File: src/hdl/p2sd_pkg.sv
// Package: field widths, fixed-point constants and face rotation codes.
`timescale 1ns / 1ps
package p2sd_pkg;

   localparam int PIXEL_X_W     = 15;
   localparam int PIXEL_Y_W     = 13;
   localparam int FACE_W        = 4;
   localparam int NORM_W        = 16;
   localparam int DIR_W         = 20;
   localparam int CSR_W         = 13;
   localparam int NUM_FACES     = 12;
   localparam int GRID_COLS     = 6;
   localparam int FACE_HEIGHT_RESET = 512;

   localparam int FRAC_BITS_DEFAULT       = 16;
   localparam int MAX_FACE_HEIGHT_DEFAULT = 4096;

   // sqrt(2)/2 in Q30
   localparam longint HALF_SQRT2_Q30 = 759250125;

   typedef logic signed [2:0] rot_code_type;

   // Matrix entry codes: zero, one half, one, sqrt(2)/2; negated for negative entries.
   localparam rot_code_type CODE_ZERO = 3'sd0;
   localparam rot_code_type CODE_HALF = 3'sd1;
   localparam rot_code_type CODE_ONE  = 3'sd2;
   localparam rot_code_type CODE_ROOT = 3'sd3;

   localparam rot_code_type ROT_CODE [NUM_FACES][9] = '{
      '{ CODE_ONE, CODE_ZERO, CODE_ZERO,  CODE_ZERO, CODE_ONE, CODE_ZERO,
         CODE_ZERO, CODE_ZERO, CODE_ONE },
      '{ CODE_HALF, CODE_ROOT, -CODE_HALF,  CODE_ROOT, CODE_ZERO, CODE_ROOT,
         CODE_HALF, -CODE_ROOT, -CODE_HALF },
      '{ CODE_HALF, -CODE_ROOT, -CODE_HALF,  CODE_ROOT, CODE_ZERO, CODE_ROOT,
         -CODE_HALF, -CODE_ROOT, CODE_HALF },
      '{ CODE_HALF, CODE_ROOT, CODE_HALF,  -CODE_ROOT, CODE_ZERO, CODE_ROOT,
         CODE_HALF, -CODE_ROOT, CODE_HALF },
      '{ CODE_HALF, -CODE_ROOT, CODE_HALF,  -CODE_ROOT, CODE_ZERO, CODE_ROOT,
         -CODE_HALF, -CODE_ROOT, -CODE_HALF },
      '{ CODE_ZERO, CODE_ZERO, CODE_ONE,  CODE_ZERO, CODE_ONE, CODE_ZERO,
         -CODE_ONE, CODE_ZERO, CODE_ZERO },
      '{ -CODE_HALF, CODE_ROOT, CODE_HALF,  -CODE_ROOT, CODE_ZERO, -CODE_ROOT,
         -CODE_HALF, -CODE_ROOT, CODE_HALF },
      '{ -CODE_HALF, -CODE_ROOT, CODE_HALF,  CODE_ROOT, CODE_ZERO, CODE_ROOT,
         -CODE_HALF, CODE_ROOT, CODE_HALF },
      '{ -CODE_HALF, -CODE_ROOT, -CODE_HALF,  CODE_ROOT, CODE_ZERO, -CODE_ROOT,
         CODE_HALF, -CODE_ROOT, CODE_HALF },
      '{ -CODE_HALF, CODE_ROOT, -CODE_HALF,  -CODE_ROOT, CODE_ZERO, CODE_ROOT,
         CODE_HALF, CODE_ROOT, CODE_HALF },
      '{ CODE_ZERO, CODE_ZERO, -CODE_ONE,  CODE_ZERO, CODE_ONE, CODE_ZERO,
         CODE_ONE, CODE_ZERO, CODE_ZERO },
      '{ -CODE_ONE, CODE_ZERO, CODE_ZERO,  CODE_ZERO, -CODE_ONE, CODE_ZERO,
         CODE_ZERO, CODE_ZERO, CODE_ONE }
   };

   // sqrt(2)/2 rounded half up to Q frac
   function automatic longint half_sqrt2_q(input int frac);
      return (HALF_SQRT2_Q30 + (longint'(1) << (29 - frac))) >>> (30 - frac);
   endfunction

endpackage

File: src/hdl/p2sd_req_if.sv
// Request channel interface: pixel coordinate items.
`timescale 1ns / 1ps
interface p2sd_req_if;
   logic                            valid;
   logic                            ready;
   logic [p2sd_pkg::PIXEL_X_W-1:0]  pixel_x;
   logic [p2sd_pkg::PIXEL_Y_W-1:0]  pixel_y;

   modport source (output valid, output pixel_x, output pixel_y, input ready);
   modport sink   (input valid, input pixel_x, input pixel_y, output ready);
endinterface

File: src/hdl/p2sd_rsp_if.sv
// Response channel interface: face, fractions and sphere direction items.
`timescale 1ns / 1ps
interface p2sd_rsp_if;
   logic                               valid;
   logic                               ready;
   logic [p2sd_pkg::FACE_W-1:0]        face_index;
   logic [p2sd_pkg::NORM_W-1:0]        norm_u;
   logic [p2sd_pkg::NORM_W-1:0]        norm_v;
   logic signed [p2sd_pkg::DIR_W-1:0]  dir_x;
   logic signed [p2sd_pkg::DIR_W-1:0]  dir_y;
   logic signed [p2sd_pkg::DIR_W-1:0]  dir_z;
   logic                               out_of_layout;

   modport source (output valid, output face_index, output norm_u, output norm_v,
                   output dir_x, output dir_y, output dir_z, output out_of_layout,
                   input ready);
   modport sink   (input valid, input face_index, input norm_u, input norm_v,
                   input dir_x, input dir_y, input dir_z, input out_of_layout,
                   output ready);
endinterface

File: src/hdl/pixel_to_sphere_direction_core.sv
// Pipeline: grid compare, remainders, quotient stages, M1 to M4, then the response register.
// Throughput: one item per cycle; the quotient pipeline retires one fraction bit per stage.
// The whole pipeline advances together and holds while the response register waits.
// Reset: synchronous, active high; clears all valid bits and loads face height 512
// (clamped to MAX_FACE_HEIGHT). Payload registers are not reset.
`timescale 1ns / 1ps
module pixel_to_sphere_direction_core #(
   parameter int FRAC_BITS       = p2sd_pkg::FRAC_BITS_DEFAULT,
   parameter int MAX_FACE_HEIGHT = p2sd_pkg::MAX_FACE_HEIGHT_DEFAULT
) (
   input  logic                          clock,
   input  logic                          reset,
   input  logic                          csr_write_en,
   input  logic [p2sd_pkg::CSR_W-1:0]    csr_write_data,
   p2sd_req_if.sink                      req_if,
   p2sd_rsp_if.source                    rsp_if
);

   localparam int F    = FRAC_BITS;
   localparam int HW   = $clog2(MAX_FACE_HEIGHT + 1);
   localparam int MW   = HW + 3;
   localparam int XW   = (MW > p2sd_pkg::PIXEL_X_W) ? MW : p2sd_pkg::PIXEL_X_W;
   localparam int YW   = (MW > p2sd_pkg::PIXEL_Y_W) ? MW : p2sd_pkg::PIXEL_Y_W;
   localparam int HResetVal = (p2sd_pkg::FACE_HEIGHT_RESET > MAX_FACE_HEIGHT) ?
                              MAX_FACE_HEIGHT : p2sd_pkg::FACE_HEIGHT_RESET;
   localparam int CW   = F + 2;          // canonical components
   localparam int DW   = F + 1;          // v - u
   localparam int PW   = 2 * F + 3;      // products with sqrt2/2
   localparam int AW   = 2 * F + 5;      // matrix row sums
   localparam int RW   = AW - F;         // after rounding
   localparam int SW   = (RW > p2sd_pkg::DIR_W) ? RW : p2sd_pkg::DIR_W;
   localparam int UW   = (F > p2sd_pkg::NORM_W) ? F : p2sd_pkg::NORM_W;
   localparam logic signed [F:0] HalfSqrt2 = (F + 1)'(p2sd_pkg::half_sqrt2_q(F));
   localparam logic signed [CW-1:0] OneQ = CW'(longint'(1) << F);
   localparam logic signed [AW-1:0] HalfRound = AW'(longint'(1) << (F - 1));

   // ---------------- face height multiples ----------------
   logic [MW-1:0] mult_ff [1:6];
   logic [HW-1:0] h_clamp;

   always_comb begin
      if (csr_write_data == '0) begin
         h_clamp = HW'(1);
      end else if (32'(csr_write_data) > 32'(MAX_FACE_HEIGHT)) begin
         h_clamp = HW'(MAX_FACE_HEIGHT);
      end else begin
         h_clamp = HW'(csr_write_data);
      end
   end

   always_ff @(posedge clock) begin
      for (int k = 1; k <= 6; k++) begin
         if (reset) begin
            mult_ff[k] <= MW'(k * HResetVal);
         end else if (csr_write_en) begin
            mult_ff[k] <= MW'(k) * MW'(h_clamp);
         end
      end
   end

   logic [HW-1:0] h_cur;
   assign h_cur = mult_ff[1][HW-1:0];

   // ---------------- pipeline control ----------------
   logic advance;
   logic out_valid_ff;
   assign advance      = !out_valid_ff || rsp_if.ready;
   assign req_if.ready = advance;

   // ---------------- stage 1: grid compare ----------------
   logic                           s1_valid_ff;
   logic [p2sd_pkg::PIXEL_X_W-1:0] s1_px_ff;
   logic [p2sd_pkg::PIXEL_Y_W-1:0] s1_py_ff;
   logic [2:0]                     s1_col_ff;
   logic                           s1_row_ff;
   logic                           s1_oob_ff;
   logic [2:0]                     col_in;
   logic                           row_in;
   logic                           oob_in;

   always_comb begin
      col_in = '0;
      for (int k = 1; k <= 5; k++) begin
         if (XW'(req_if.pixel_x) >= XW'(mult_ff[k])) begin
            col_in = col_in + 3'd1;
         end
      end
      row_in = YW'(req_if.pixel_y) >= YW'(mult_ff[1]);
      oob_in = (XW'(req_if.pixel_x) >= XW'(mult_ff[6])) ||
               (YW'(req_if.pixel_y) >= YW'(mult_ff[2]));
   end

   always_ff @(posedge clock) begin
      if (reset) begin
         s1_valid_ff <= 1'b0;
      end else if (advance) begin
         s1_valid_ff <= req_if.valid;
      end
      if (advance) begin
         s1_px_ff  <= req_if.pixel_x;
         s1_py_ff  <= req_if.pixel_y;
         s1_col_ff <= col_in;
         s1_row_ff <= row_in;
         s1_oob_ff <= oob_in;
      end
   end

   // ---------------- stage 2: remainders, then quotient stages ----------------
   logic                div_valid_ff [0:F];
   logic                div_oob_ff   [0:F];
   logic [p2sd_pkg::FACE_W-1:0] div_face_ff [0:F];
   logic [HW-1:0]       div_rem_u_ff [0:F];
   logic [HW-1:0]       div_rem_v_ff [0:F];
   logic [F-1:0]        div_q_u_ff   [0:F];
   logic [F-1:0]        div_q_v_ff   [0:F];
   logic [XW-1:0]       col_base;
   logic [XW-1:0]       xm_full;
   logic [YW-1:0]       ym_full;

   always_comb begin
      case (s1_col_ff)
         3'd1:    col_base = XW'(mult_ff[1]);
         3'd2:    col_base = XW'(mult_ff[2]);
         3'd3:    col_base = XW'(mult_ff[3]);
         3'd4:    col_base = XW'(mult_ff[4]);
         3'd5:    col_base = XW'(mult_ff[5]);
         default: col_base = '0;
      endcase
      xm_full = XW'(s1_px_ff) - col_base;
      ym_full = s1_row_ff ? (YW'(s1_py_ff) - YW'(mult_ff[1])) : YW'(s1_py_ff);
   end

   always_ff @(posedge clock) begin
      if (reset) begin
         div_valid_ff[0] <= 1'b0;
      end else if (advance) begin
         div_valid_ff[0] <= s1_valid_ff;
      end
      if (advance) begin
         div_oob_ff[0]   <= s1_oob_ff;
         div_face_ff[0]  <= p2sd_pkg::FACE_W'({s1_col_ff, s1_row_ff});
         div_rem_u_ff[0] <= xm_full[HW-1:0];
         div_rem_v_ff[0] <= ym_full[HW-1:0];
         div_q_u_ff[0]   <= '0;
         div_q_v_ff[0]   <= '0;
      end
   end

   for (genvar i = 1; i <= F; i++) begin : g_div
      logic [HW:0] sh_u;
      logic [HW:0] sh_v;
      logic        bit_u;
      logic        bit_v;
      logic [HW:0] dif_u;
      logic [HW:0] dif_v;

      always_comb begin
         sh_u  = {div_rem_u_ff[i-1], 1'b0};
         sh_v  = {div_rem_v_ff[i-1], 1'b0};
         bit_u = sh_u >= {1'b0, h_cur};
         bit_v = sh_v >= {1'b0, h_cur};
         dif_u = bit_u ? (sh_u - {1'b0, h_cur}) : sh_u;
         dif_v = bit_v ? (sh_v - {1'b0, h_cur}) : sh_v;
      end

      always_ff @(posedge clock) begin
         if (reset) begin
            div_valid_ff[i] <= 1'b0;
         end else if (advance) begin
            div_valid_ff[i] <= div_valid_ff[i-1];
         end
         if (advance) begin
            div_oob_ff[i]   <= div_oob_ff[i-1];
            div_face_ff[i]  <= div_face_ff[i-1];
            div_rem_u_ff[i] <= dif_u[HW-1:0];
            div_rem_v_ff[i] <= dif_v[HW-1:0];
            div_q_u_ff[i]   <= F'({div_q_u_ff[i-1], bit_u});
            div_q_v_ff[i]   <= F'({div_q_v_ff[i-1], bit_v});
         end
      end
   end

   // ---------------- M1: scale v - u ----------------
   logic                        m1_valid_ff;
   logic                        m1_oob_ff;
   logic [p2sd_pkg::FACE_W-1:0] m1_face_ff;
   logic [F-1:0]                m1_u_ff;
   logic [F-1:0]                m1_v_ff;
   logic signed [PW-1:0]        m1_prod_ff;
   logic signed [DW-1:0]        diff_in;

   assign diff_in = $signed({1'b0, div_q_v_ff[F]}) - $signed({1'b0, div_q_u_ff[F]});

   always_ff @(posedge clock) begin
      if (reset) begin
         m1_valid_ff <= 1'b0;
      end else if (advance) begin
         m1_valid_ff <= div_valid_ff[F];
      end
      if (advance) begin
         m1_oob_ff  <= div_oob_ff[F];
         m1_face_ff <= div_face_ff[F];
         m1_u_ff    <= div_q_u_ff[F];
         m1_v_ff    <= div_q_v_ff[F];
         m1_prod_ff <= PW'(HalfSqrt2) * PW'(diff_in);
      end
   end

   // ---------------- M2: canonical point ----------------
   logic                        m2_valid_ff;
   logic                        m2_oob_ff;
   logic [p2sd_pkg::FACE_W-1:0] m2_face_ff;
   logic [F-1:0]                m2_u_ff;
   logic [F-1:0]                m2_v_ff;
   logic signed [CW-1:0]        m2_c1_ff;
   logic signed [CW-1:0]        m2_c2_ff;
   logic signed [PW-1:0]        prod_rnd;

   assign prod_rnd = (m1_prod_ff + PW'(HalfRound)) >>> F;

   always_ff @(posedge clock) begin
      if (reset) begin
         m2_valid_ff <= 1'b0;
      end else if (advance) begin
         m2_valid_ff <= m1_valid_ff;
      end
      if (advance) begin
         m2_oob_ff  <= m1_oob_ff;
         m2_face_ff <= m1_face_ff;
         m2_u_ff    <= m1_u_ff;
         m2_v_ff    <= m1_v_ff;
         m2_c1_ff   <= prod_rnd[CW-1:0];
         m2_c2_ff   <= $signed(CW'(m1_u_ff)) + $signed(CW'(m1_v_ff)) - OneQ;
      end
   end

   // ---------------- M3: sqrt2/2 products ----------------
   logic                        m3_valid_ff;
   logic                        m3_oob_ff;
   logic [p2sd_pkg::FACE_W-1:0] m3_face_ff;
   logic [F-1:0]                m3_u_ff;
   logic [F-1:0]                m3_v_ff;
   logic signed [CW-1:0]        m3_c_ff  [3];
   logic signed [PW-1:0]        m3_rt_ff [3];
   logic signed [CW-1:0]        c_vec    [3];

   always_comb begin
      c_vec[0] = OneQ;
      c_vec[1] = m2_c1_ff;
      c_vec[2] = m2_c2_ff;
   end

   always_ff @(posedge clock) begin
      if (reset) begin
         m3_valid_ff <= 1'b0;
      end else if (advance) begin
         m3_valid_ff <= m2_valid_ff;
      end
      if (advance) begin
         m3_oob_ff  <= m2_oob_ff;
         m3_face_ff <= m2_face_ff;
         m3_u_ff    <= m2_u_ff;
         m3_v_ff    <= m2_v_ff;
         for (int j = 0; j < 3; j++) begin
            m3_c_ff[j]  <= c_vec[j];
            m3_rt_ff[j] <= PW'(HalfSqrt2) * PW'(c_vec[j]);
         end
      end
   end

   // ---------------- M4: matrix row sums ----------------
   logic                        m4_valid_ff;
   logic                        m4_oob_ff;
   logic [p2sd_pkg::FACE_W-1:0] m4_face_ff;
   logic [F-1:0]                m4_u_ff;
   logic [F-1:0]                m4_v_ff;
   logic signed [AW-1:0]        m4_acc_ff [3];
   logic signed [AW-1:0]        acc_in    [3];

   always_comb begin
      p2sd_pkg::rot_code_type code;
      p2sd_pkg::rot_code_type mag;
      logic signed [AW-1:0]   term;
      code = p2sd_pkg::CODE_ZERO;
      mag  = p2sd_pkg::CODE_ZERO;
      term = '0;
      for (int k = 0; k < 3; k++) begin
         acc_in[k] = '0;
         for (int j = 0; j < 3; j++) begin
            code = p2sd_pkg::ROT_CODE[m3_face_ff][k * 3 + j];
            mag  = (code < 0) ? -code : code;
            case (mag)
               p2sd_pkg::CODE_HALF: term = AW'(m3_c_ff[j]) <<< (F - 1);
               p2sd_pkg::CODE_ONE:  term = AW'(m3_c_ff[j]) <<< F;
               p2sd_pkg::CODE_ROOT: term = AW'(m3_rt_ff[j]);
               default:             term = '0;
            endcase
            acc_in[k] = (code < 0) ? (acc_in[k] - term) : (acc_in[k] + term);
         end
      end
   end

   always_ff @(posedge clock) begin
      if (reset) begin
         m4_valid_ff <= 1'b0;
      end else if (advance) begin
         m4_valid_ff <= m3_valid_ff;
      end
      if (advance) begin
         m4_oob_ff  <= m3_oob_ff;
         m4_face_ff <= m3_face_ff;
         m4_u_ff    <= m3_u_ff;
         m4_v_ff    <= m3_v_ff;
         for (int k = 0; k < 3; k++) begin
            m4_acc_ff[k] <= acc_in[k];
         end
      end
   end

   // ---------------- output: round, saturate, response register ----------------
   logic signed [p2sd_pkg::DIR_W-1:0] dir_in  [3];
   logic signed [p2sd_pkg::DIR_W-1:0] dir_ff  [3];
   logic [p2sd_pkg::FACE_W-1:0]       face_ff;
   logic [p2sd_pkg::NORM_W-1:0]       norm_u_ff;
   logic [p2sd_pkg::NORM_W-1:0]       norm_v_ff;
   logic                              oob_ff;
   logic [UW-1:0]                     u_ext;
   logic [UW-1:0]                     v_ext;

   always_comb begin
      logic signed [AW-1:0] rnd;
      logic signed [SW-1:0] wide;
      rnd  = '0;
      wide = '0;
      for (int k = 0; k < 3; k++) begin
         rnd  = (m4_acc_ff[k] + HalfRound) >>> F;
         wide = SW'($signed(rnd[RW-1:0]));
         if (wide > SW'(signed'({1'b0, {(p2sd_pkg::DIR_W - 1){1'b1}}}))) begin
            dir_in[k] = {1'b0, {(p2sd_pkg::DIR_W - 1){1'b1}}};
         end else if (wide < SW'(signed'({1'b1, {(p2sd_pkg::DIR_W - 1){1'b0}}}))) begin
            dir_in[k] = {1'b1, {(p2sd_pkg::DIR_W - 1){1'b0}}};
         end else begin
            dir_in[k] = wide[p2sd_pkg::DIR_W-1:0];
         end
      end
      u_ext = UW'(m4_u_ff);
      v_ext = UW'(m4_v_ff);
   end

   always_ff @(posedge clock) begin
      if (reset) begin
         out_valid_ff <= 1'b0;
      end else if (advance) begin
         out_valid_ff <= m4_valid_ff;
      end
      if (advance) begin
         oob_ff    <= m4_oob_ff;
         // zero every field but out_of_layout for pixels outside the grid
         face_ff   <= m4_oob_ff ? '0 : m4_face_ff;
         norm_u_ff <= m4_oob_ff ? '0 : u_ext[p2sd_pkg::NORM_W-1:0];
         norm_v_ff <= m4_oob_ff ? '0 : v_ext[p2sd_pkg::NORM_W-1:0];
         for (int k = 0; k < 3; k++) begin
            dir_ff[k] <= m4_oob_ff ? '0 : dir_in[k];
         end
      end
   end

   assign rsp_if.valid         = out_valid_ff;
   assign rsp_if.face_index    = face_ff;
   assign rsp_if.norm_u        = norm_u_ff;
   assign rsp_if.norm_v        = norm_v_ff;
   assign rsp_if.dir_x         = dir_ff[0];
   assign rsp_if.dir_y         = dir_ff[1];
   assign rsp_if.dir_z         = dir_ff[2];
   assign rsp_if.out_of_layout = oob_ff;

endmodule

File: src/flat_wrapper.sv
// flat-port wrapper written by rule: the top's interface ports become plain ports
module pixel_to_sphere_direction_core_flat 
#(
   parameter int FRAC_BITS       = p2sd_pkg::FRAC_BITS_DEFAULT,
   parameter int MAX_FACE_HEIGHT = p2sd_pkg::MAX_FACE_HEIGHT_DEFAULT
)
  (clock, reset, csr_write_en, csr_write_data, req_if_valid, req_if_pixel_x, req_if_pixel_y, req_if_ready, rsp_if_valid, rsp_if_face_index, rsp_if_norm_u, rsp_if_norm_v, rsp_if_dir_x, rsp_if_dir_y, rsp_if_dir_z, rsp_if_out_of_layout, rsp_if_ready);
  p2sd_req_if req_if_i ();
  p2sd_rsp_if rsp_if_i ();
  input  logic clock;
  input  logic reset;
  input  logic csr_write_en;
  input  logic [p2sd_pkg::CSR_W-1:0] csr_write_data;
  input wire logic [$bits(req_if_i.valid)-1:0] req_if_valid;
  input wire logic [$bits(req_if_i.pixel_x)-1:0] req_if_pixel_x;
  input wire logic [$bits(req_if_i.pixel_y)-1:0] req_if_pixel_y;
  output wire logic [$bits(req_if_i.ready)-1:0] req_if_ready;
  output wire logic [$bits(rsp_if_i.valid)-1:0] rsp_if_valid;
  output wire logic [$bits(rsp_if_i.face_index)-1:0] rsp_if_face_index;
  output wire logic [$bits(rsp_if_i.norm_u)-1:0] rsp_if_norm_u;
  output wire logic [$bits(rsp_if_i.norm_v)-1:0] rsp_if_norm_v;
  output wire logic [$bits(rsp_if_i.dir_x)-1:0] rsp_if_dir_x;
  output wire logic [$bits(rsp_if_i.dir_y)-1:0] rsp_if_dir_y;
  output wire logic [$bits(rsp_if_i.dir_z)-1:0] rsp_if_dir_z;
  output wire logic [$bits(rsp_if_i.out_of_layout)-1:0] rsp_if_out_of_layout;
  input wire logic [$bits(rsp_if_i.ready)-1:0] rsp_if_ready;
  assign req_if_i.valid = req_if_valid;
  assign req_if_i.pixel_x = req_if_pixel_x;
  assign req_if_i.pixel_y = req_if_pixel_y;
  assign req_if_ready = req_if_i.ready;
  assign rsp_if_valid = rsp_if_i.valid;
  assign rsp_if_face_index = rsp_if_i.face_index;
  assign rsp_if_norm_u = rsp_if_i.norm_u;
  assign rsp_if_norm_v = rsp_if_i.norm_v;
  assign rsp_if_dir_x = rsp_if_i.dir_x;
  assign rsp_if_dir_y = rsp_if_i.dir_y;
  assign rsp_if_dir_z = rsp_if_i.dir_z;
  assign rsp_if_out_of_layout = rsp_if_i.out_of_layout;
  assign rsp_if_i.ready = rsp_if_ready;
  pixel_to_sphere_direction_core #(.FRAC_BITS(FRAC_BITS), .MAX_FACE_HEIGHT(MAX_FACE_HEIGHT)) u_core (.clock(clock), .reset(reset), .csr_write_en(csr_write_en), .csr_write_data(csr_write_data), .req_if(req_if_i), .rsp_if(rsp_if_i));
endmodule
File: config.mk
export PLATFORM = sky130hd
export DESIGN_NAME = pixel_to_sphere_direction_core_flat
export DESIGN_NICKNAME = d
export VERILOG_FILES = /design/src/hdl/p2sd_pkg.sv /design/src/hdl/p2sd_req_if.sv /design/src/hdl/p2sd_rsp_if.sv /design/src/hdl/pixel_to_sphere_direction_core.sv /design/src/flat_wrapper.sv
export SDC_FILE = /design/constraint.sdc
export NUM_CORES = 2
export LEC_CHECK = 0
export BUFFER_PORTS_ARGS = -buffer_cell sky130_fd_sc_hd__buf_4
export CORE_ASPECT_RATIO = 0.5
export CORE_MARGIN = 3
export CORE_UTILIZATION = 35
export CTS_BUF_LIST = sky130_fd_sc_hd__clkbuf_8
export DETAILED_ROUTE_END_ITERATION = 7
export HOLD_SLACK_MARGIN = 0.15
export PLACE_DENSITY = 0.59
export SYNTH_ARGS = -nofsm -noshare
export SYNTH_HDL_FRONTEND = slang
export SYNTH_SLANG_ARGS = --single-unit
File: constraint.sdc
create_clock -name clock -period 41.7 [get_ports clock]
set_input_delay 4.17 -clock clock [delete_from_list [all_inputs] [get_ports clock]]
set_output_delay 4.17 -clock clock [all_outputs]
set_load 0.03 [all_outputs]
==> results by group <==
Die
  – Core Rows: between 100 and 150
  – Top-level I/O count: around 150
  – Initial Util: 35.3%
  – Die W: 746 µm
  – DIE HEIGHT: 376 µm
  – Total core area: about 270,000 µm²
  – Die ar.: roughly 280,000 µm²

Worst setup path
  – CP endpoint kind: register
  – Worst reg-to-reg path cell count: 37
  – CP Launch Type: register
  – CP max FO: 23
  – Crit path DAT: roughly 10 ns
  – Crit path max-delay cell type: nand2_1
  – Largest stage delay, worst path: 0.71 ns
  – WS Path Type: register to register
  – WP data required: approximately 42 ns

Route
  – Via Count: 66,000
  – # DRC: 0
  – Antenna Violating Nets Remaining: 0
  – TritonRoute pass-1 iters: 8
  – Final WL: 227,000 µm
  – Drt wl/cell: between 15 and 20 µm
  – Via density: between 5 and 6
  – DR iter-0 viols: between 4,000 and 5,000

STA
  – Max Slew Vio Count: 0
  – RSZ-0062 raised after global routing: no
  – Final period util: between 20% and 30%
  – Worst Skew: about 0.11 ns
  – Minimum clock period: about 9.8 ns
  – Setup-failing EPs final: 0
  – Fmax: 102 MHz
  – TNS Setup: 0 ns
  – Rel. slew slack: 22.6%
  – Slew @ Worst Pin: between 1 and 1.5 ns
  – Final Hold Viols: 0

Placement
  – Routability cong.: around 0.90
  – I/O Buffers: between 100 and 150
  – Detail Placement HPWL: 168,000 µm

Clocking
  – # H-tree levels: 4
  – Clock sinks: between 1,000 and 1,500
  – CTS tree: done
  – Max Root-Sink Buffers: 4
  – Worst-path clk slew: 0.07 ns
  – # hold bufs at CTS: 0
  – CTS Root Cell: clkbuf_8
  – CTS Buf Count: 210
  – Clock latency on the worst-skew pair: approximately 0.94 ns
  – Post_cts resized: 0
  – Number of setup buffers added after CTS: 0

Global routing
  – First-pass GRT wire length: roughly 360,000 µm
  – Tot GR Track Use: around 16%
  – Vias in the first global route: 65,900
  – Remaining Overflow, GRT: 0
  – Pin count of the biggest net entering global routing: between 150 and 200
  – Antenna violations before repair: 2

Yosys
  – Syn avg cell area: ~11 µm²
  – #FFs+latches synth: around 1,300
  – Top FF cell, synth: edfxtp_1
  – Synth unique cells: between 100 and 150
  – Post-Syn Instances: 9,022
  – Register area share after synthesis: between 40% and 50%
  – Post-synthesis async set-or-reset flop share: 0%
  – Yosys top cell area share: between 40% and 50%
  – Top cells by area, synth: edfxtp_1, ha_1, fa_1
  – EDFF count, synth: 1,328
  – Yosys top cell by area: edfxtp_1
  – Post-Syn Area: between 90,000 and 100,000 µm²
  – Yosys warnings: 0

Run
  – Max Cap Violations: 0

Min path
  – Hold WC Path Type: register to register
  – Hold Path Depth: 0

Cells and area
  – Share of cells above drive strength 1: 6.89%
  – Fin nets: about 11,000
  – P&R area growth vs syn: 9.83%
  – Finished Core Util: ~39%

Status
  – Status: finished clean
## cell usage after synthesis (73+ instances only)
library cell,n
a21oi_1,686
o21bai_1,74
nor3_1,113
fa_1,275
edfxtp_1,1328
o21ai_0,607
nor2b_1,218
xnor2_1,466
ha_1,1193
nand2_1,667
clkbuf_1,173
a21o_1,230
nand3_1,123
nand4_1,96
inv_1,785
xor2_1,261
o31ai_1,73
and2_1,96
nor2_1,591
nand2b_1,148
## metrics by stage
step | hold WS, ns | cell area (µm²) | std cells | worst slack (ns)
6_report | 0.392 | 105000 | 13000 | 31.89
5_1_grt | 0.381 | 105000 | 13000 | 31.13
4_1_cts | 0.367 | 105000 | 13000 | 31.85
3_5_place_dp | 0.405 | 101000 | 12700 | 31.85
3_3_place_gp | 0.400 | 101000 | 12700 | 31.91
2_1_floorplan | 0.400 | 95800 | 9036 | 8.60
## sequential cells by signal, summed over array words and instances, names as in the netlist, 18 cells and up
register / cells
u_core.mult_ff: 41
u_core.m3_c_ff: 35
u_core.div_face_ff: 68
u_core.m4_acc_ff: 66
u_core.div_q_v_ff: 136
u_core.m2_c1_ff: 18
u_core.div_q_u_ff: 136
u_core.dir_ff: 60
u_core.m3_rt_ff: 66
u_core.div_rem_v_ff: 208
u_core.m1_prod_ff: 19
u_core.div_rem_u_ff: 208
## critical path: cells and delay by family, from the launching register on
kind / cells / cell delay [ns]
xor+xnor: 2 / 0.24
compound gates: 21 / 4.30
buf+inv: 2 / 0.43
flops: 1 / 0.65
mux: 1 / 0.40
fa+ha+maj: 4 / 1.41
simple gates: 7 / 2.20
## final cells by class
cell class | instances | area [µm²]
tap | 3630 | 4540
clock buffer | 217 | 2990
timing repair buffer | 223 | 1710
inverter | 787 | 2960
multi-input combinational | 6693 | 52000
antenna | 2 | 5.00
fill | 26300 | 166000
sequential | 1334 | 40000
clock inverter | 151 | 921
## placed cells by master, fill, tap and decap left out, types with 64 or more instances in the layout
master    synthesis  final
nor2b_1         218    217
ha_1           1193   1193
o21a_1           72     72
o21bai_1         74     74
inv_1           785    833
nand4_1          96     96
nand3_1         123    123
xor2_1          261    261
nand2b_1        148    148
nor2_1          591    591
clkbuf_8          0    217
mux2i_1          64     64
a21o_1          230    230
nand2_1         667    667
edfxtp_1       1328   1328
and2_1           96     96
buf_4             1    220
o21ai_0         607    606
fa_1            275    275
a21oi_1         686    686
xnor2_1         466    466
nor3_1          113    112
o31ai_1          73     73
## layer usage
metal  wire (µm)  vias to the layer above  global-route usage (%)  share of wire [%]
met5           0                        -                       0                  0
met4        6340                        0                    4.60                2.8
met3        9350                      389                    2.15                4.1
met2      106000                     1269                    27.1                 47
met1      105000                    31500                    21.3                 46
li1            -                    32800                       -                  -
## final timing paths
| kind | from | endpoint | slack [ns] |
|---|---|---|---|
| worst min register to register | u_core.m1_oob_ff | u_core.m2_oob_ff | 0.39 |
| worst max-delay path | u_core.m3_face_ff[1] | u_core.m4_acc_ff[0][110] | 31.89 |
| worst min-delay path | u_core.m1_oob_ff | u_core.m2_oob_ff | 0.39 |
| worst max register to register | u_core.m3_face_ff[1] | u_core.m4_acc_ff[0][110] | 31.89 |
## logic make-up after synthesis
family          after synthesis  synth area share [%]
simple gates               2225                  11.1
compound gates             2150                  13.8
fa+ha+maj                  1468                  21.3
flops                      1334                  41.8
buf+inv                    1009                  4.05
xor+xnor                    728                  6.67
mux                         107                  1.18
other cells                   1               0.00392
Power is not shown: default switching activity piles up to over one toggle a cycle in this logic, so the estimate is an artifact.
